`src/rtl/tsvm_pkg.sv`:
```
// tsvm_pkg: shared types and constants for the triggered sample voice mixer
// item and result payload structs, front-to-back command, control codes
// no dependencies; every rtl file refers to it by scoped names

package tsvm_pkg;

    // default sizing, handed to the top level parameters
    localparam int NUM_SOUNDS_DEF        = 8;
    localparam int NUM_VOICES_DEF        = 10;
    localparam int MAX_SOUND_SAMPLES_DEF = 4096;

    // fixed field widths
    localparam int SOUND_W  = 3;
    localparam int ADDR_W   = 12;
    localparam int SAMPLE_W = 16;
    localparam int LEN_W    = 13;
    localparam int HOLD_W   = 14;

    // configuration port
    localparam int CFG_INDEX_W = 1;
    localparam int CFG_DATA_W  = 14;
    localparam logic [CFG_INDEX_W-1:0] CFG_LOOP_SOUND = 1'd0;
    localparam logic [CFG_INDEX_W-1:0] CFG_HOLD_TICKS = 1'd1;
    localparam logic [SOUND_W-1:0]     LOOP_SOUND_RESET = 3'd0;
    localparam logic [HOLD_W-1:0]      HOLD_TICKS_RESET = 14'd10000;

    // action codes of an input item
    localparam logic [1:0] ACT_TICK   = 2'd0;
    localparam logic [1:0] ACT_SAMPLE = 2'd1;
    localparam logic [1:0] ACT_LENGTH = 2'd2;

    // command queue between front and back
    localparam int QUEUE_DEPTH = 4;
    localparam int QUEUE_PTR_W = 2;

    typedef enum logic [1:0] {
        CMD_NONE,
        CMD_TICK,
        CMD_SAMPLE,
        CMD_LENGTH
    } cmd_kind_t;

    typedef enum logic [2:0] {
        B_IDLE,
        B_EXEC,
        B_ALLOC,
        B_VOICE,
        B_DRAIN,
        B_MIX
    } back_state_t;

    typedef struct packed {
        logic [1:0]                 action;
        logic                       loop_button;
        logic                       bubble_button;
        logic                       ir_level;
        logic [SOUND_W-1:0]         random_sound;
        logic [SOUND_W-1:0]         sound_number;
        logic [ADDR_W-1:0]          sample_address;
        logic signed [SAMPLE_W-1:0] sample_value;
        logic [LEN_W-1:0]           length_value;
    } in_item_t;

    typedef struct packed {
        logic signed [SAMPLE_W-1:0] audio_out;
        logic                       led_on;
        logic                       loop_active;
        logic                       trigger_active;
        logic                       trigger_dropped;
    } out_item_t;

    typedef struct packed {
        cmd_kind_t                  kind;
        logic                       loop_on;
        logic                       trig_on;
        logic                       loop_restart;
        logic                       fire;
        logic                       led;
        logic [SOUND_W-1:0]         rnd;
        logic [SOUND_W-1:0]         sound;
        logic [ADDR_W-1:0]          addr;
        logic signed [SAMPLE_W-1:0] sample;
        logic [LEN_W-1:0]           length;
    } cmd_t;

endpackage

```
`src/rtl/tsvm_queue.sv`:
```
// tsvm_queue: small command fifo between the front and back parts
// depends on tsvm_pkg for the command type and depth

module tsvm_queue (
    input  logic           aclk,
    input  logic           aresetn,
    input  logic           push,
    input  tsvm_pkg::cmd_t push_data,
    output logic           full,
    input  logic           pop,
    output tsvm_pkg::cmd_t pop_data,
    output logic           empty
);

    localparam int CntW = tsvm_pkg::QUEUE_PTR_W + 1;

    tsvm_pkg::cmd_t                   entry_reg [tsvm_pkg::QUEUE_DEPTH];
    logic [tsvm_pkg::QUEUE_PTR_W-1:0] wr_ptr_reg, wr_ptr_next;
    logic [tsvm_pkg::QUEUE_PTR_W-1:0] rd_ptr_reg, rd_ptr_next;
    logic [CntW-1:0]                  count_reg, count_next;
    logic                             do_push;
    logic                             do_pop;

    assign full     = count_reg == CntW'(tsvm_pkg::QUEUE_DEPTH);
    assign empty    = count_reg == '0;
    assign pop_data = entry_reg[rd_ptr_reg];
    assign do_push  = push && !full;
    assign do_pop   = pop && !empty;

    // pointer and fill count
    always_comb begin
        wr_ptr_next = wr_ptr_reg;
        rd_ptr_next = rd_ptr_reg;
        count_next  = count_reg;
        if (do_push) begin
            wr_ptr_next = wr_ptr_reg + 1'b1;
        end
        if (do_pop) begin
            rd_ptr_next = rd_ptr_reg + 1'b1;
        end
        if (do_push && !do_pop) begin
            count_next = count_reg + 1'b1;
        end else if (!do_push && do_pop) begin
            count_next = count_reg - 1'b1;
        end
    end

    always_ff @(posedge aclk) begin
        if (!aresetn) begin
            wr_ptr_reg <= '0;
            rd_ptr_reg <= '0;
            count_reg  <= '0;
        end else begin
            wr_ptr_reg <= wr_ptr_next;
            rd_ptr_reg <= rd_ptr_next;
            count_reg  <= count_next;
        end
    end

    // entry storage
    always_ff @(posedge aclk) begin
        if (do_push) begin
            entry_reg[wr_ptr_reg] <= push_data;
        end
    end

endmodule

```
`config.mk`:
```
export PLATFORM = sky130hd
export DESIGN_NAME = tsvm_queue
export DESIGN_NICKNAME = d
export VERILOG_FILES = /design/src/rtl/tsvm_pkg.sv /design/src/rtl/tsvm_queue.sv
export SDC_FILE = /design/constraint.sdc
export NUM_CORES = 1
export LEC_CHECK = 0
export BUFFER_PORTS_ARGS = -buffer_cell sky130_fd_sc_hd__clkbuf_2
export CAP_MARGIN = 20
export CORE_MARGIN = 5
export CORE_UTILIZATION = 50
export DETAILED_ROUTE_END_ITERATION = 7
export PLACE_DENSITY = 0.78
export SLEW_MARGIN = 20
export SYNTH_ARGS = -nofsm -noshare
export SYNTH_HDL_FRONTEND = slang
export SYNTH_SLANG_ARGS = --single-unit
```
`constraint.sdc`:
```
create_clock -name aclk -period 5.1 [get_ports aclk]
set_input_delay 1.275 -clock aclk [delete_from_list [all_inputs] [get_ports aclk]]
set_output_delay 1.275 -clock aclk [all_outputs]
set_load 0.01 [all_outputs]
```
* After elaboration in Yosys (flattened, before gate mapping)
Memories as Yosys holds them, arrays and structs flattened. A register that Yosys moved wholly into a read port is not among the register bits.
Cells that the tools add are included.
** Cells by class
- Equality and inequality tests :: 1
- Add/subtract/negate cells :: 4
- Mux-type cells :: 6
- Reductions and logical operators :: 10
** Operators by type and width (count)
- 3-bit 2-to-1 mux :: 2
- 2-bit by 1-bit adder with 2-bit output, second input constant :: 2
- 1-bit logical AND :: 4
- 1-bit logical NOT :: 4
- 2-bit 2-to-1 mux :: 2
- 3-bit by 1-bit adder with 3-bit output, second input constant :: 1
- 3-bit equality test, second input constant :: 1
- 3-bit logical NOT :: 1
- 3-bit by 1-bit subtractor with 3-bit output, second input constant :: 1
- 1-bit 2-to-1 mux :: 2
- 2-bit nonzero test :: 1
** Storage, ports and cells
- Output and inout bits :: 56
- Bits in writable memories :: 216
- Memories kept :: 1
- Logic and storage cells :: 25
- Register bits :: 7
- Input bits :: 58
** Memories
- entry_reg :: words 4, bits a word 54, read ports 1, clocked after Yosys merged registers in 1, wr ports 1, RTL line tsvm_queue.sv:17 : tsvm_pkg::cmd_t entry_reg [tsvm_pkg::QUEUE_DEPTH];

* Logic depth before layout (Yosys ltp)
- Word-level depth :: 7
- Mapped depth :: 9
- Mapped depth without buffers :: 8

* Least setup slack after synthesis
OpenSTA, ideal clock, no wires.
- Path kind :: input -> register
- Start point :: input port push
- End point :: memory entry_reg[0][0] (netlist name), enable pin
- Arrival time :: 2.846 ns
- Stages on the path :: 3
- Path slack :: 1.837 ns
- Path buffers :: 1
- Library setup time :: 0.417 ns
- Required time :: 4.683 ns
- Cells stage by stage :: nor2b_1 -> buf_2 -> and2_1
** Between the ends
- Word-level cells in the longest chain between the ends :: 3
** RTL lines
- start, declared :: RTL line tsvm_queue.sv:7 : input logic push,
- 1-bit logical AND :: RTL line tsvm_queue.sv:27 : assign do_push = push && !full;
- named net do_push :: RTL line tsvm_queue.sv:21 : logic do_push;
- 1-bit 2-to-1 mux :: RTL line tsvm_queue.sv:62 : if (do_push) begin
- 1-bit 2-to-1 mux (implied by the code) :: RTL line tsvm_queue.sv:63 : entry_reg[wr_ptr_reg] <= push_data;
- end, declared :: RTL line tsvm_queue.sv:17
The timed path passes the listed nets, and every way through them passes these cells.

==> qor.csv <==
stage,metric,value,unit
run_status,status,"complete, no violations",
finish,area taken by multi-input logic gates,1500,µm²
critical_path,crit path cell chain,buf_4 -> mux4_2 -> clkbuf_2,
critical_path,slowest CP cell,dfxtp_2,
power_and_ir_drop,leakage power,3.35,nW
placement,Placed Cells,657,
clocking,CTS tree,yes,
yosys,synthesized flop and latch total,225,
yosys,Syn. warnings,0,
floorplanning,Rows,47,
finish,Layout Nets,526,
placement,Placement Setup Slack,1630,ps
power_and_ir_drop,Clk pwr share,31.9,%
floorplanning,initial core utilization,50.6,%
floorplanning,Die Ht,139,µm
finish,# diodes,0,
critical_path,Setup crit end kind,output port,
clocking,H-tree lvl count,1,
yosys,cell taking the most area after synthesis,edfxtp_1,
route,DRC Markers,0,
yosys,syn nets,394,
route,total wire length,14300,µm
critical_path,CP Max Fanout,28,
floorplanning,Core ar.,16500,µm²
power_and_ir_drop,Net Sw Power,1.27,mW
hold_path,hold endpoint,wr_ptr_reg[1],
clocking,CTS Hold Bufs,0,
route,Pre-Repair DR Iteration Count,4,
global_route,initial antenna violation count,0,
yosys,Syn Area/Cell,25.2,µm²
hold_path,hold path depth,2,
timing,Fin. Hold Viols,0,
floorplanning,die area,19300,µm²
placement,Detail Placement HPWL,9110,µm
timing,Final setup viols,0,
route,initial drt markers,180,
critical_path,crit path kind,flip-flop to output port,
yosys,top cell type's share of synthesized area,77.9,%
clocking,clock root buffer,clkbuf_16,
clocking,Clock Latency Late Sink,480,ps
global_route,vias in the first global route,4098,
finish,fill count,1201,
global_route,first-pass GRT wire length,23000,µm
critical_path,crit path DAT,2340,ps
yosys,top post-synthesis cells by count,"edfxtp_1, mux4_2, dfxtp_1",
hold_path,worst hold start,wr_ptr_reg[1],
power_and_ir_drop,Worst IR Drop VDD,199,µV
timing,Setup WS post-layout,1490,ps
timing,relative slew slack,51.3,%
critical_path,Startpoint Class,flip-flop,
route,final antenna-violating net count,0,
floorplanning,# IOs,114,
clocking,post-CTS sizing,0,
hold_path,Tightest Hold Check Type,flip-flop to flip-flop,
yosys,"Distinct cells, synth",24,
yosys,Synth area leaders,"edfxtp_1, mux4_2, dfxtp_1",
route,Wirelength per Cell,20.5,µm
timing,part of the cycle the worst path needs,70.8,%
yosys,number of synthesized flops with an enable pin,216,
timing,setup tns final,0,ps
clocking,# clock sinks,225,
yosys,Main synth FF type,edfxtp_1,
global_route,GRT overflow,0,
route,Vias,3680,
placement,Placed Area,9110,µm²
yosys,register area share after synthesis,80.1,%
power_and_ir_drop,Sequential Power Share,46.9,%
clocking,CTS buffer count,23,
critical_path,Worst Path Buf+Inv,2,
route,via density per instance,5.28,
finish,number of flip-flops in the largest register,216,
critical_path,FF-to-FF End,entry_reg[0][27],
clocking,Clock Path Buffers,3,
power_and_ir_drop,PwrDens,513,nW/µm²
critical_path,FF-to-FF Start,count_reg[0],
clocking,Post-CTS Setup Inserts,0,
critical_path,R2R Setup Slk,2450,ps
yosys,Post-Syn Area,8330,µm²
job,Max Cap Viol,0,
global_route,largest net degree at the start of global routing,39,
yosys,post-synthesis async set-or-reset flop share,0,%
critical_path,CP required,3830,ps
timing,minimum clock period,3610,ps
critical_path,crit-path leading delay family,flip-flops,
placement,I/O Buffers,113,
finish,non-filler instance count after layout,697,
timing,max-slew violations,0,
yosys,most common cell in the netlist,edfxtp_1,
yosys,Gate Count Post-Synth,330,
critical_path,reg2reg path depth,4,
power_and_ir_drop,Logic pwr share,21.2,%
finish,Area growth syn-to-layout,18.2,%
finish,Finished Cell Area,9840,µm²
timing,unrepaired setup endpoints after global routing,no,
clocking,"CTS clk-pin slew, worst paths",60,ps
power_and_ir_drop,switch share,25.1,%
finish,flip-flop and latch area,6670,µm²
timing,worst-margin pin slew,731,ps
global_route,GRT Overall Usage,15.1,%
floorplanning,Die X-Extent,139,µm
placement,RD Place Congestion,0.667,
timing,clk_skew,6.25,ps
finish,layout cells sized above 1,44.7,%
timing,Achievable Freq,277,MHz
power_and_ir_drop,Internal Power,3.78,mW
critical_path,CP max stage delay,800,ps
-- layer usage --
| metal | global-route usage (%) | vias up | part of all wire (%) |
|---|---|---|---|
| li1 | - | 1658 | - |
| met1 | 19.3 | 1886 | 38 |
| met2 | 26.3 | 118 | 53 |
| met3 | 4.24 | 18 | 7.6 |
| met4 | 3.04 | 0 | 1.2 |
| met5 | 0 | - | 0 |
-- power groups by stage --
| stage | clock, mW | combinational (mW) | sequential [mW] |
|---|---|---|---|
| 2_1_floorplan | 0 | 0.827 | 2.33 |
| 3_3_place_gp | 0 | 0.983 | 2.47 |
| 3_5_place_dp | 0 | 1.10 | 2.41 |
| 4_1_cts | 1.65 | 1.10 | 2.38 |
| 5_1_grt | 1.74 | 1.16 | 2.39 |
| 6_report | 1.61 | 1.07 | 2.37 |
-- placed cells by master, fill, tap and decap left out, types with 2 or more instances in the layout --
master / Yosys / layout
and2_2: 0 / 4
nor2b_1: 2 / 2
and2_1: 8 / 4
ha_1: 5 / 5
clkbuf_2: 1 / 113
mux2i_1: 3 / 3
mux4_2: 54 / 54
inv_1: 3 / 3
clkbuf_1: 1 / 6
nand2_1: 4 / 4
dfxtp_1: 9 / 7
edfxtp_1: 216 / 216
xnor2_1: 3 / 3
clkbuf_16: 0 / 23
clkinv_1: 0 / 4
bufinv_16: 0 / 3
buf_4: 0 / 7
clkinv_2: 0 / 3
-- worst max path at each step --
stage              start               end  slack (ps)  cells past startpoint
5_1_grt        flip-flop      pop_data[30]        1330                      3
2_1_floorplan       push   entry_reg[0][0]        1840                      3
4_1_cts        flip-flop      pop_data[21]        1400                      3
3_5_place_dp        push  entry_reg[0][42]        1630                      4
3_3_place_gp        push  entry_reg[0][52]        1730                      4
6_report       flip-flop      pop_data[30]        1490                      3
-- final cells by class --
cell class,instances,share of cell area (%)
sequential,225,67.8
multi-input combinational,88,15.3
timing repair buffer,121,6.56
clock buffer,30,6.22
tap,220,2.80
clock inverter,10,1.22
inverter,3,0.114
-- worst register-to-register path: stages, from the launching register on --
cell	delay (ps)
dfxtp_1	490
nor3b_2	110
nor2b_1	520
and2_2	560
buf_4	560
-- logic make-up (layout without fill, tap and decap cells) --
logic type / Yosys count / count (layout) / synth area share (%)
simple gates: 17 / 17 / 1.22
xor+xnor: 4 / 4 / 0.421
compound gates: 4 / 4 / 0.406
buf+inv: 17 / 164 / 1.94
flops: 225 / 225 / 80.1
fa+ha+maj: 6 / 6 / 0.992
mux: 57 / 57 / 15.0
-- metrics by stage --
step           total power [mW]  util [%]  hold slack [ps]
3_5_place_dp               3.52      55.3              507
2_1_floorplan              3.16         -              468
4_1_cts                    5.13      59.8              514
3_3_place_gp               3.45      55.1              475
5_1_grt                    5.30      59.8              540
6_report                   5.05      59.8              508
Power figures use the tool's default switching activity.
