## config.mk

```make
export PLATFORM = sky130hd
export DESIGN_NAME = tsvm_front
export DESIGN_NICKNAME = d
export VERILOG_FILES = /design/src/rtl/tsvm_pkg.sv /design/src/rtl/tsvm_front.sv
export SDC_FILE = /design/constraint.sdc
export NUM_CORES = 1
export LEC_CHECK = 0
export BUFFER_PORTS_ARGS = -buffer_cell sky130_fd_sc_hd__clkbuf_2
export CAP_MARGIN = 20
export CORE_ASPECT_RATIO = 2
export CORE_MARGIN = 4
export CORE_UTILIZATION = 39
export CTS_BUF_LIST = sky130_fd_sc_hd__clkbuf_4 sky130_fd_sc_hd__clkbuf_8
export DETAILED_ROUTE_END_ITERATION = 8
export GPL_TIMING_DRIVEN = 0
export PLACE_DENSITY = 0.82
export SETUP_SLACK_MARGIN = 0.4
export SYNTH_ARGS = -nofsm -noshare
export SYNTH_HDL_FRONTEND = slang
export SYNTH_SLANG_ARGS = --single-unit
```

## constraint.sdc

```tcl
create_clock -name aclk -period 3.1 [get_ports aclk]
set_input_delay 0.31 -clock aclk [delete_from_list [all_inputs] [get_ports aclk]]
set_output_delay 0.31 -clock aclk [all_outputs]
set_load 0.02 [all_outputs]
```

## src/rtl/tsvm_pkg.sv

```systemverilog
// tsvm_pkg: shared types and constants for the triggered sample voice mixer
// item and result payload structs, front-to-back command, control codes
// no dependencies; every rtl file refers to it by scoped names

package tsvm_pkg;

    // default sizing, handed to the top level parameters
    localparam int NUM_SOUNDS_DEF        = 8;
    localparam int NUM_VOICES_DEF        = 10;
    localparam int MAX_SOUND_SAMPLES_DEF = 4096;

    // fixed field widths
    localparam int SOUND_W  = 3;
    localparam int ADDR_W   = 12;
    localparam int SAMPLE_W = 16;
    localparam int LEN_W    = 13;
    localparam int HOLD_W   = 14;

    // configuration port
    localparam int CFG_INDEX_W = 1;
    localparam int CFG_DATA_W  = 14;
    localparam logic [CFG_INDEX_W-1:0] CFG_LOOP_SOUND = 1'd0;
    localparam logic [CFG_INDEX_W-1:0] CFG_HOLD_TICKS = 1'd1;
    localparam logic [SOUND_W-1:0]     LOOP_SOUND_RESET = 3'd0;
    localparam logic [HOLD_W-1:0]      HOLD_TICKS_RESET = 14'd10000;

    // action codes of an input item
    localparam logic [1:0] ACT_TICK   = 2'd0;
    localparam logic [1:0] ACT_SAMPLE = 2'd1;
    localparam logic [1:0] ACT_LENGTH = 2'd2;

    // command queue between front and back
    localparam int QUEUE_DEPTH = 4;
    localparam int QUEUE_PTR_W = 2;

    typedef enum logic [1:0] {
        CMD_NONE,
        CMD_TICK,
        CMD_SAMPLE,
        CMD_LENGTH
    } cmd_kind_t;

    typedef enum logic [2:0] {
        B_IDLE,
        B_EXEC,
        B_ALLOC,
        B_VOICE,
        B_DRAIN,
        B_MIX
    } back_state_t;

    typedef struct packed {
        logic [1:0]                 action;
        logic                       loop_button;
        logic                       bubble_button;
        logic                       ir_level;
        logic [SOUND_W-1:0]         random_sound;
        logic [SOUND_W-1:0]         sound_number;
        logic [ADDR_W-1:0]          sample_address;
        logic signed [SAMPLE_W-1:0] sample_value;
        logic [LEN_W-1:0]           length_value;
    } in_item_t;

    typedef struct packed {
        logic signed [SAMPLE_W-1:0] audio_out;
        logic                       led_on;
        logic                       loop_active;
        logic                       trigger_active;
        logic                       trigger_dropped;
    } out_item_t;

    typedef struct packed {
        cmd_kind_t                  kind;
        logic                       loop_on;
        logic                       trig_on;
        logic                       loop_restart;
        logic                       fire;
        logic                       led;
        logic [SOUND_W-1:0]         rnd;
        logic [SOUND_W-1:0]         sound;
        logic [ADDR_W-1:0]          addr;
        logic signed [SAMPLE_W-1:0] sample;
        logic [LEN_W-1:0]           length;
    } cmd_t;

endpackage

```

## src/rtl/tsvm_front.sv

```systemverilog
// tsvm_front: accepts input items, tracks buttons, modes and the ir hold count
// and turns each item into a command for the back end
// depends on tsvm_pkg

module tsvm_front #(
    parameter int NUM_SOUNDS        = tsvm_pkg::NUM_SOUNDS_DEF,
    parameter int MAX_SOUND_SAMPLES = tsvm_pkg::MAX_SOUND_SAMPLES_DEF
) (
    input  logic                         aclk,
    input  logic                         aresetn,
    input  logic                         s_valid,
    output logic                         s_ready,
    input  tsvm_pkg::in_item_t           s_data,
    input  logic [tsvm_pkg::HOLD_W-1:0]  hold_ticks,
    input  logic                         q_full,
    output logic                         q_push,
    output tsvm_pkg::cmd_t               q_cmd
);

    logic                        loop_mode_reg, loop_mode_next;
    logic                        trig_mode_reg, trig_mode_next;
    logic                        prev_lb_reg, prev_lb_next;
    logic                        prev_bb_reg, prev_bb_next;
    logic [tsvm_pkg::HOLD_W-1:0] hold_cnt_reg, hold_cnt_next;

    logic                        loop_fall;
    logic                        bubble_fall;
    logic                        loop_new;
    logic                        trig_new;
    logic [tsvm_pkg::HOLD_W:0]   cnt_inc;
    logic                        fire;
    logic [tsvm_pkg::HOLD_W-1:0] cnt_new;
    logic                        snd_ok;
    logic                        addr_ok;
    logic                        accept;

    assign s_ready = !q_full;
    assign q_push  = s_valid && !q_full;
    assign accept  = q_push;

    // falling edges toggle the modes
    assign loop_fall   = !s_data.loop_button && prev_lb_reg;
    assign bubble_fall = !s_data.bubble_button && prev_bb_reg;
    assign loop_new    = loop_mode_reg ^ loop_fall;
    assign trig_new    = trig_mode_reg ^ bubble_fall;

    // ir hold counter, fires at or above the hold threshold
    assign cnt_inc = {1'b0, hold_cnt_reg} + 15'd1;
    always_comb begin
        fire    = 1'b0;
        cnt_new = hold_cnt_reg;
        if (trig_new) begin
            if (!s_data.ir_level) begin
                if (cnt_inc >= {1'b0, hold_ticks}) begin
                    fire    = 1'b1;
                    cnt_new = '0;
                end else begin
                    cnt_new = cnt_inc[tsvm_pkg::HOLD_W-1:0];
                end
            end else begin
                cnt_new = '0;
            end
        end
    end

    // range checks for load items
    assign snd_ok  = 32'(s_data.sound_number) < 32'(NUM_SOUNDS);
    assign addr_ok = 32'(s_data.sample_address) < 32'(MAX_SOUND_SAMPLES);

    // classify and build the command
    always_comb begin
        q_cmd.loop_on      = loop_mode_reg;
        q_cmd.trig_on      = trig_mode_reg;
        q_cmd.loop_restart = 1'b0;
        q_cmd.fire         = 1'b0;
        q_cmd.led          = !prev_lb_reg;
        q_cmd.rnd          = s_data.random_sound;
        q_cmd.sound        = s_data.sound_number;
        q_cmd.addr         = s_data.sample_address;
        q_cmd.sample       = s_data.sample_value;
        if (32'(s_data.length_value) > 32'(MAX_SOUND_SAMPLES)) begin
            q_cmd.length = tsvm_pkg::LEN_W'(MAX_SOUND_SAMPLES);
        end else begin
            q_cmd.length = s_data.length_value;
        end
        unique case (s_data.action)
            tsvm_pkg::ACT_TICK: begin
                q_cmd.kind         = tsvm_pkg::CMD_TICK;
                q_cmd.loop_on      = loop_new;
                q_cmd.trig_on      = trig_new;
                q_cmd.loop_restart = loop_fall && loop_new;
                q_cmd.fire         = fire;
                q_cmd.led          = !s_data.loop_button;
            end
            tsvm_pkg::ACT_SAMPLE: begin
                q_cmd.kind = (snd_ok && addr_ok) ? tsvm_pkg::CMD_SAMPLE : tsvm_pkg::CMD_NONE;
            end
            tsvm_pkg::ACT_LENGTH: begin
                q_cmd.kind = snd_ok ? tsvm_pkg::CMD_LENGTH : tsvm_pkg::CMD_NONE;
            end
            default: begin
                q_cmd.kind = tsvm_pkg::CMD_NONE;
            end
        endcase
    end

    // mode state advances on tick transfers only
    always_comb begin
        loop_mode_next = loop_mode_reg;
        trig_mode_next = trig_mode_reg;
        prev_lb_next   = prev_lb_reg;
        prev_bb_next   = prev_bb_reg;
        hold_cnt_next  = hold_cnt_reg;
        if (accept && s_data.action == tsvm_pkg::ACT_TICK) begin
            loop_mode_next = loop_new;
            trig_mode_next = trig_new;
            prev_lb_next   = s_data.loop_button;
            prev_bb_next   = s_data.bubble_button;
            hold_cnt_next  = cnt_new;
        end
    end

    always_ff @(posedge aclk) begin
        if (!aresetn) begin
            loop_mode_reg <= 1'b0;
            trig_mode_reg <= 1'b0;
            prev_lb_reg   <= 1'b0;
            prev_bb_reg   <= 1'b0;
            hold_cnt_reg  <= '0;
        end else begin
            loop_mode_reg <= loop_mode_next;
            trig_mode_reg <= trig_mode_next;
            prev_lb_reg   <= prev_lb_next;
            prev_bb_reg   <= prev_bb_next;
            hold_cnt_reg  <= hold_cnt_next;
        end
    end

endmodule

```

# Yosys cells after proc, flatten, opt, wreduce, memory -nomap -nowiden

Index checks and enable logic that the tools add are counted.

Flip-flop bits (word level): 18
Input bits: 70
Output and inout port bits: 56
Logic and storage cells: 31

$add $sub $neg: 1
Order comparisons: 2
Equal/unequal tests: 2
Mux-type cells: 8
Bitwise gates (word level): 2
Reductions and logical operators: 11

Operators by type and width:

| operator              | number |
|---|---|
| $mux 14               | 2 |
| $add 14x1->15 const B | 1 |
| $ge 15x14->1          | 1 |
| $gt 13x13->1 const B  | 1 |
| $mux 13               | 1 |
| $pmux 2 s3            | 1 |
| $logic_and 1x1->1     | 5 |
| $mux 5                | 1 |
| $logic_not 1->1       | 4 |
| $mux 1                | 3 |
| $eq 2x1->1 const B    | 1 |
| $eq 2x2->1 const B    | 1 |
| $logic_not 2->1       | 1 |
| $reduce_and 2->1      | 1 |
| $xor 1x1->1           | 2 |

# Longest topological paths before layout

Gate-level depths: netlist of the first run.

Word-level depth: 6
Depth in mapped cells: 14
Depth with buffers taken out: 12

# Worst setup path after synthesis of the first run

No wires, ideal clock.

Kind: reg2reg
Start point: register hold_cnt_reg[2] (netlist bit)
End point: register hold_cnt_reg[13] (netlist bit)
Setup time: 0.066 ns
Arrival time: 2.803 ns
Data required time: 3.034 ns
Slack: 0.231 ns
Cell stages (with the launch flop): 14
Buffers on the path: 2
Clock period less this slack: 2.869 ns
Path through: dfxtp_1 -> and4_4 -> nor2b_1 -> nand4_1 -> xnor2_1 -> ha_1 -> a211oi_2 -> o21ai_1 -> a2111oi_4 -> and4_1 -> buf_6 -> buf_12 -> o21ai_2 -> a21oi_2

Word-level cells in the longest chain between the ends: 4

Ends and longest elaborated chain:

| element                | RTL line          | text |
|---|---|---|
| from (decl)            | tsvm_front.sv:24  | `logic [tsvm_pkg::HOLD_W-1:0] hold_cnt_reg, hold_cnt_next;` |
| from (signal assigned) | tsvm_front.sv:135 | `hold_cnt_reg <= hold_cnt_next;` |
| $add 14x1->15 (*)      | tsvm_front.sv:48  | `assign cnt_inc = {1'b0, hold_cnt_reg} + 15'd1;` |
| $ge 15x14->1           | tsvm_front.sv:54  | `if (cnt_inc >= {1'b0, hold_ticks}) begin` |
| $mux 14 (*)            | tsvm_front.sv:54  |  |
| $mux 14 (*)            | tsvm_front.sv:53  | `if (!s_data.ir_level) begin` |

Mark *: on every way between the ends. The rest lies on a longest branch, timed or not.
A chain may end at the register's enable or synchronous reset.

# Final worst setup path of the first run

Start point: register hold_cnt_reg[2] (netlist bit)
End point: register hold_cnt_reg[9] (netlist bit)

The elaborated chain is that of the path after synthesis.

==> results of run 1 <==
[layout make-up]
class / instances / area, µm²
Fill cell: 366 / 1730
Multi-Input combinational cell: 143 / 1160
Timing Repair Buffer: 114 / 673
Sequential cell: 18 / 373
Buffer: 40 / 302
Inverter: 18 / 67.6
Tap cell: 54 / 67.6
Clock buffer: 4 / 55.1
[timing repair]
item	in CTS	in global routing
pin swaps	12	6
setup buffers	19	3
cloned	1	0
resized for setup	14	12
endpoints found under the setup margin	15	15
[kinds of logic (layout without fill, tap and decap cells)]
family | count (synthesis) | in the layout | share of synthesized area, %
AO/OA/AOI/OAI | 37 | 37 | 16.4
XOR/XNOR | 15 | 15 | 7.22
adder cells (fa/ha/maj) | 19 | 19 | 13.1
buffers and inverters | 58 | 176 | 20.3
flip-flops | 18 | 18 | 19.8
multiplexers | 2 | 2 | 1.17
AND/OR/NAND/NOR | 70 | 70 | 22.0
[layout by cell type, fill, tap and decap left out, drive strengths merged, types with 2 or more instances in the layout]
master,instances
nand4,5
clkbuf,98
nand2b,2
dfxtp,18
a21oi,10
buf,60
inv,18
and4,4
o211ai,3
nor2,6
and3,2
o21ai,5
nand2,18
a22o,8
nand3,7
nor2b,19
a21boi,2
xor2,4
and2,3
nor3b,2
xnor2,11
o211a,2
ha,19
[stage by stage]
step,utilization [%],hold WS [ns],setup slack (ns),instances
2_1_floorplan,-,0.432,0.384,219
3_3_place_gp,53.4,0.448,0.108,364
3_5_place_dp,53.4,0.452,0.0398,364
4_1_cts,59.6,0.322,0.157,388
5_1_grt,61.0,0.323,-0.0354,391
6_report,61.0,0.322,0.107,391
[power groups by stage]
stage	clock network (mW)	registers, mW	logic [mW]
4_1_cts	0.193	0.230	0.183
3_3_place_gp	0	0.237	0.180
3_5_place_dp	0	0.237	0.182
6_report	0.193	0.230	0.181
2_1_floorplan	0	0.237	0.118
5_1_grt	0.211	0.230	0.195
[final timing paths]
path | startpoint | to | slack, ns | cells after the start
min | s_data[49] | prev_lb_reg | 0.32 | 3
max reg2reg | hold_cnt_reg[2] | hold_cnt_reg[9] | 0.11 | 18
min reg2reg | prev_lb_reg | prev_lb_reg | 0.46 | 2
max | hold_cnt_reg[2] | hold_cnt_reg[9] | 0.11 | 18
[layer usage]
metal  track usage (%)  share of wire (%)  vias to the layer above
li1                  -                  -                      949
met1              15.9                 33                      851
met2              35.8                 54                      129
met3              4.20                 11                       15
met4              6.79                2.4                        0
met5                 0                  0                        -
[tightest hold or removal path, stage by stage]
cell and delay (ns):
sky130_fd_sc_hd__clkbuf_2 0.10, sky130_fd_sc_hd__nand3_1 0.07, sky130_fd_sc_hd__a21boi_1 0.05
==> out/results.tsv, run 1 <==
stage	metric	value	unit
timing	headroom to the max-slew limit	65.0	%
logic_synthesis	synthesized flop and latch total	18	
worst_setup_path	critical path startpoint category	flop	
floorplanning	initial core utilization	41.1	%
cts	clock root cell	sky130_fd_sc_hd__clkbuf_8	
cts	clock buffer count from CTS	3	
pwr	power per cell area	224	nW/µm²
worst_setup_path	most frequent CP cell	sky130_fd_sc_hd__buf_4	
timing	timing-limited maximum frequency	334	MHz
floorplanning	horizontal die dimension	56.3	µm
cells_and_area	Synth-to-Final Area Change	48.3	%
floorplanning	area of the core	4420	µm²
timing	TNS Setup	0	ns
run	Max-Cap Viols	0	
logic_synthesis	synthesized area divided by synthesized cell count	8.31	µm²
grt	initial antenna violation count	0	
cells_and_area	cell area after layout	2700	µm²
pwr	worst vdd ir	0.156	mV
routing	Detailed Route Iter0 Violations	50	
cts	clock transition time at the flip-flop clock pins of the worst setup and hold paths	0.07	ns
worst_setup_path	cell type of the slowest stage on the worst timing path	sky130_fd_sc_hd__dfxtp_4	
floorplanning	number of placement rows	34	
logic_synthesis	post-synthesis cell area	1820	µm²
timing	Final setup violation count	0	
worst_setup_path	CP top delay family	buffers and inverters	
logic_synthesis	number of enable-type register cells in the synthesized netlist	0	
logic_synthesis	cells after synthesis	219	
routing	post-detailed-route wirelength per cell	14.0	µm
timing	Final Max Slew Viols	0	
cts	clk sink count	18	
timing	final cycle utilization of the critical path	96.6	%
floorplanning	Die H	105	µm
routing	total DRC errors in the routed layout	0	
worst_setup_path	series of cell instances along the critical path	and4_4 > nor2b_4 > nand4_1 > buf_4 > buf_6 > buf_4 > buf_6 > buf_4 > buf_4 > buf_4 > buf_4 > buf_4 > buf_4 > buf_4 > buf_6 > buf_6 > nor3b_2 > o211a_1	
routing	number of nets with antenna violations after detailed routing	0	
logic_synthesis	flip-flop cell with the highest count after synthesis	sky130_fd_sc_hd__dfxtp_1	
logic_synthesis	async set-reset flop share out of synthesis	0	%
grt	number of global-route vias before repair	1979	
cells_and_area	number of flip-flops under the largest register name	14	
logic_synthesis	dominant cell type by area after synthesis	sky130_fd_sc_hd__dfxtp_1	
pwr	power share of the clock group	32.0	%
logic_synthesis	YS warnings	0	
worst_setup_path	required time reported for the critical path endpoint	3.30	ns
routing	Pre-antenna DRT Iters	4	
min_path	path type of the worst min-delay path	in -> reg	
place	Placed Instance Area	2360	µm²
timing	total count of hold-check failures in the final report	0	
worst_setup_path	Largest stage delay, worst path	0.35	ns
logic_synthesis	top cells by instance count after synthesis	sky130_fd_sc_hd__buf_4 (34), sky130_fd_sc_hd__ha_1 (19), sky130_fd_sc_hd__dfxtp_1 (18), sky130_fd_sc_hd__nor2b_1 (18)	
logic_synthesis	Area contributors post-synth	sky130_fd_sc_hd__dfxtp_1 (20%), sky130_fd_sc_hd__buf_4 (14%), sky130_fd_sc_hd__ha_1 (13%)	
place	placed wire-length estimate after detailed placement	4.07	mm
routing	total vias in the final route	1944	
grt	Remaining Overflow, GRT	0	
cts	CTS H-tree depth	1	
pwr	share of total power in combinational logic	30.0	%
routing	average vias per placed instance	4.97	
cts	CTS tree	done	
pwr	switching portion of total power	29.7	%
place	RD Place Congestion	0.807	
logic_synthesis	Seq/Total Area, Yosys	19.8	%
floorplanning	Top Ports	126	
pwr	sequential cell fraction of total power	38.1	%
worst_setup_path	crit end category	flop	
cts	post-cts hold buffer count	0	
cells_and_area	antenna diode instance count	0	
logic_synthesis	distinct cell type count of the synthesized netlist	45	
floorplanning	floorplan die area	5890	µm²
pwr	power spent charging and discharging nets	179	µW
timing	RSZ-0062 raised after global routing	yes	
logic_synthesis	portion of synthesized cell area occupied by the leading cell type	19.8	%
grt	Total GRT Usage	17.7	%
pwr	total power after layout	605	µW
logic_synthesis	post-synth net total	308	
cells_and_area	final-stage net count	427	
pwr	Internal	425	µW
cells_and_area	layout cells sized above 1	55.8	%
worst_setup_path	critical path buffer and inverter count	13	
worst_setup_path	largest fanout of any net on the critical path	3	
timing	Worst-Margin Slew	0.525	ns
routing	Routed Wire Length	5.47	mm
worst_setup_path	arrival time of data at the critical path endpoint	3.19	ns
grt	first-pass GRT wire length	8.58	mm
logic_synthesis	most frequent cell after synthesis	sky130_fd_sc_hd__buf_4	
timing	Setup Skew	0.00362	ns
worst_setup_path	critical path type	reg -> reg	
cts	Clock Tree Buf Depth	2	
pwr	P_leak	1.41	nW
cts	worst-skew pair later-pin latency	0.25	ns
timing	Min Clock Period, post-route	2.99	ns
place	PortBufs	91	
grt	maximum number of pins on one net before global-route repair	11	
outcome	status	completed	
(Power assumes the default switching activity.)
==> run 2: changes to the inputs <==
Settings changed: RECOVER_POWER set to 25.
==> run 2 against run 1 <==
  * Global-route usage stayed put
  * Clock-buffer cell count stayed put
  * Register-to-register slack hardly changed
  * Critical path depth stayed put
  * Die area stayed put
  * First-iteration DRC count is 2.0% lower
  * Worst hold slack hardly changed
  * Utilization is 0.51 points lower
  * Clock skew hardly changed
  * Fmax stayed put
  * Critical path type unchanged
  * Critical endpoint unchanged
  * Highest routed layer unchanged
==> out/results.tsv, run 2 (synthesized netlist as in run 1, its figures left out) <==
stage	metric	value	unit
outcome	status	completed	
cells_and_area	layout cells sized above 1	50.4	%
pwr	switching portion of total power	29.8	%
run	Max-Cap Viols	0	
place	setup slack at placement	0.0398	ns
cts	clk sink count	18	
cells_and_area	highest-count cells in the layout ignoring fill and taps	sky130_fd_sc_hd__clkbuf_2 (72), sky130_fd_sc_hd__buf_4 (51), sky130_fd_sc_hd__clkbuf_1 (22)	
routing	total DRC errors in the routed layout	0	
timing	Worst-Margin Slew	0.525	ns
grt	met3 Track Usage GR	4.20	%
grt	most congested layer reported by global routing	met2	
grt	initial antenna violation count	0	
cells_and_area	number of flip-flops under the largest register name	14	
cts	clock buffer count from CTS	3	
cts	worst-skew pair later-pin latency	0.25	ns
routing	number of nets with antenna violations after detailed routing	0	
pwr	share of total power in combinational logic	29.6	%
pwr	Internal	422	µW
floorplanning	initial core utilization	41.1	%
timing	RSZ-0062 raised after global routing	yes	
grt	number of global-route vias before repair	1979	
grt	Remaining Overflow, GRT	0	
worst_setup_path	CP top delay family	buffers and inverters	
cts	CTS H-tree depth	1	
routing	average vias per placed instance	4.99	
worst_setup_path	reg-to-reg slack, setup	0.11	ns
cts	clock transition time at the flip-flop clock pins of the worst setup and hold paths	0.07	ns
grt	met2 routing resource usage after global routing	35.8	%
place	placed wire-length estimate after detailed placement	4.07	mm
worst_setup_path	critical path buffer and inverter count	13	
pwr	power share of the clock group	32.1	%
floorplanning	Die H	105	µm
worst_setup_path	critical path startpoint category	flop	
timing	worst slack on hold paths	0.322	ns
grt	maximum number of pins on one net before global-route repair	11	
grt	global-route track usage on met1	15.9	%
pwr	worst vdd ir	0.155	mV
cells_and_area	Synth-to-Final Area Change	47.0	%
floorplanning	Top Ports	126	
timing	final worst setup slack	0.107	ns
worst_setup_path	Largest stage delay, worst path	0.35	ns
worst_setup_path	critical path type	reg -> reg	
grt	Total GRT Usage	17.7	%
pwr	P_leak	1.35	nW
cts	post-cts hold buffer count	0	
timing	Setup Skew	0.00362	ns
pwr	sequential cell fraction of total power	38.3	%
worst_setup_path	largest fanout of any net on the critical path	3	
worst_setup_path	arrival time of data at the critical path endpoint	3.19	ns
pwr	total power after layout	601	µW
timing	final cycle utilization of the critical path	96.6	%
routing	Routed Wire Length	5.46	mm
worst_setup_path	cell type of the slowest stage on the worst timing path	sky130_fd_sc_hd__dfxtp_4	
pwr	power spent charging and discharging nets	179	µW
timing	Min Clock Period, post-route	2.99	ns
timing	timing-limited maximum frequency	334	MHz
cts	Clock Tree Buf Depth	2	
timing	Final setup violation count	0	
cells_and_area	leading cell type in the layout, fill and taps excluded	sky130_fd_sc_hd__clkbuf_2	
cells_and_area	antenna diode instance count	0	
routing	Pre-antenna DRT Iters	4	
grt	first-pass GRT wire length	8.58	mm
routing	Detailed Route Iter0 Violations	49	
floorplanning	floorplan die area	5890	µm²
timing	total count of hold-check failures in the final report	0	
min_path	path type of the worst min-delay path	in -> reg	
floorplanning	horizontal die dimension	56.3	µm
cells_and_area	fill count	379	
timing	Final Max Slew Viols	0	
worst_setup_path	series of cell instances along the critical path	and4_4 > nor2b_4 > nand4_1 > buf_4 > buf_6 > buf_4 > buf_6 > buf_4 > buf_4 > buf_4 > buf_4 > buf_4 > buf_4 > buf_4 > buf_6 > buf_6 > nor3b_2 > o211a_1	
cts	clock root cell	sky130_fd_sc_hd__clkbuf_8	
pwr	power per cell area	225	nW/µm²
cts	CTS tree	done	
worst_setup_path	required time reported for the critical path endpoint	3.30	ns
place	PortBufs	91	
worst_setup_path	most frequent CP cell	sky130_fd_sc_hd__buf_4	
place	RD Place Congestion	0.807	
routing	post-detailed-route wirelength per cell	14.0	µm
floorplanning	number of placement rows	34	
floorplanning	area of the core	4420	µm²
cells_and_area	final-stage net count	427	
timing	headroom to the max-slew limit	65.0	%
routing	total vias in the final route	1950	
worst_setup_path	crit end category	flop	
-- run 2: cell counts in the layout (fill, tap and decap cells not counted) --
Identical to the previous run, type by type.
-- run 2: path summary, 6_finish.rpt --
kind / from / depth (start not counted) / end
setup reg to reg: hold_cnt_reg[2] / 18 / hold_cnt_reg[9]
setup / recovery: hold_cnt_reg[2] / 18 / hold_cnt_reg[9]
hold / removal: s_data[49] / 3 / prev_lb_reg
hold reg to reg: prev_lb_reg / 2 / prev_lb_reg
-- run 2: metrics by stage --
step | cell area (µm²) | TNS (ns) | std cells | utilization, %
finish | 2680 | 0 | 391 | 60.5
global route | 2680 | -0.0536 | 391 | 60.5
CTS | 2640 | 0 | 388 | 59.6
detailed placement | 2360 | 0 | 364 | 53.4
global placement | 2360 | 0 | 364 | 53.4
floorplan | 1840 | 0 | 219 | -
-- run 2: tightest hold or removal path: stages --
cell and delay [ns]:
sky130_fd_sc_hd__clkbuf_2 0.10, sky130_fd_sc_hd__nand3_1 0.07, sky130_fd_sc_hd__a21boi_1 0.05
-- run 2: what timing repair did --
item / 4_1_cts / 5_1_grt
setup buffers: 19 / 3
gates cloned: 1 / 0
endpoints found under the setup margin: 15 / 15
gates resized for setup: 14 / 12
pin swaps: 12 / 6
-- run 2: power groups by stage --
stage | combinational, mW | clock (mW) | sequential (mW)
3_3_place_gp | 0.180 | 0 | 0.237
5_1_grt | 0.192 | 0.211 | 0.230
6_report | 0.178 | 0.193 | 0.230
3_5_place_dp | 0.182 | 0 | 0.237
4_1_cts | 0.183 | 0.193 | 0.230
2_1_floorplan | 0.118 | 0 | 0.237
-- run 2: layer usage --
layer / share of wire, % / vias to the layer above
met2: 54 / 129
met1: 33 / 857
met3: 11 / 15
met4: 2.4 / 0
li1: - / 949
met5: 0 / -
-- run 2: area by class of cell --
type	instances	area, µm²	share of cell area (%)
Tap cell	54	67.6	2.53
Clock buffer	4	55.1	2.06
Inverter	18	67.6	2.53
Timing Repair Buffer	114	651	24.3
Multi-Input combinational cell	143	1160	43.4
Sequential cell	18	373	13.9
Buffer	40	302	11.3
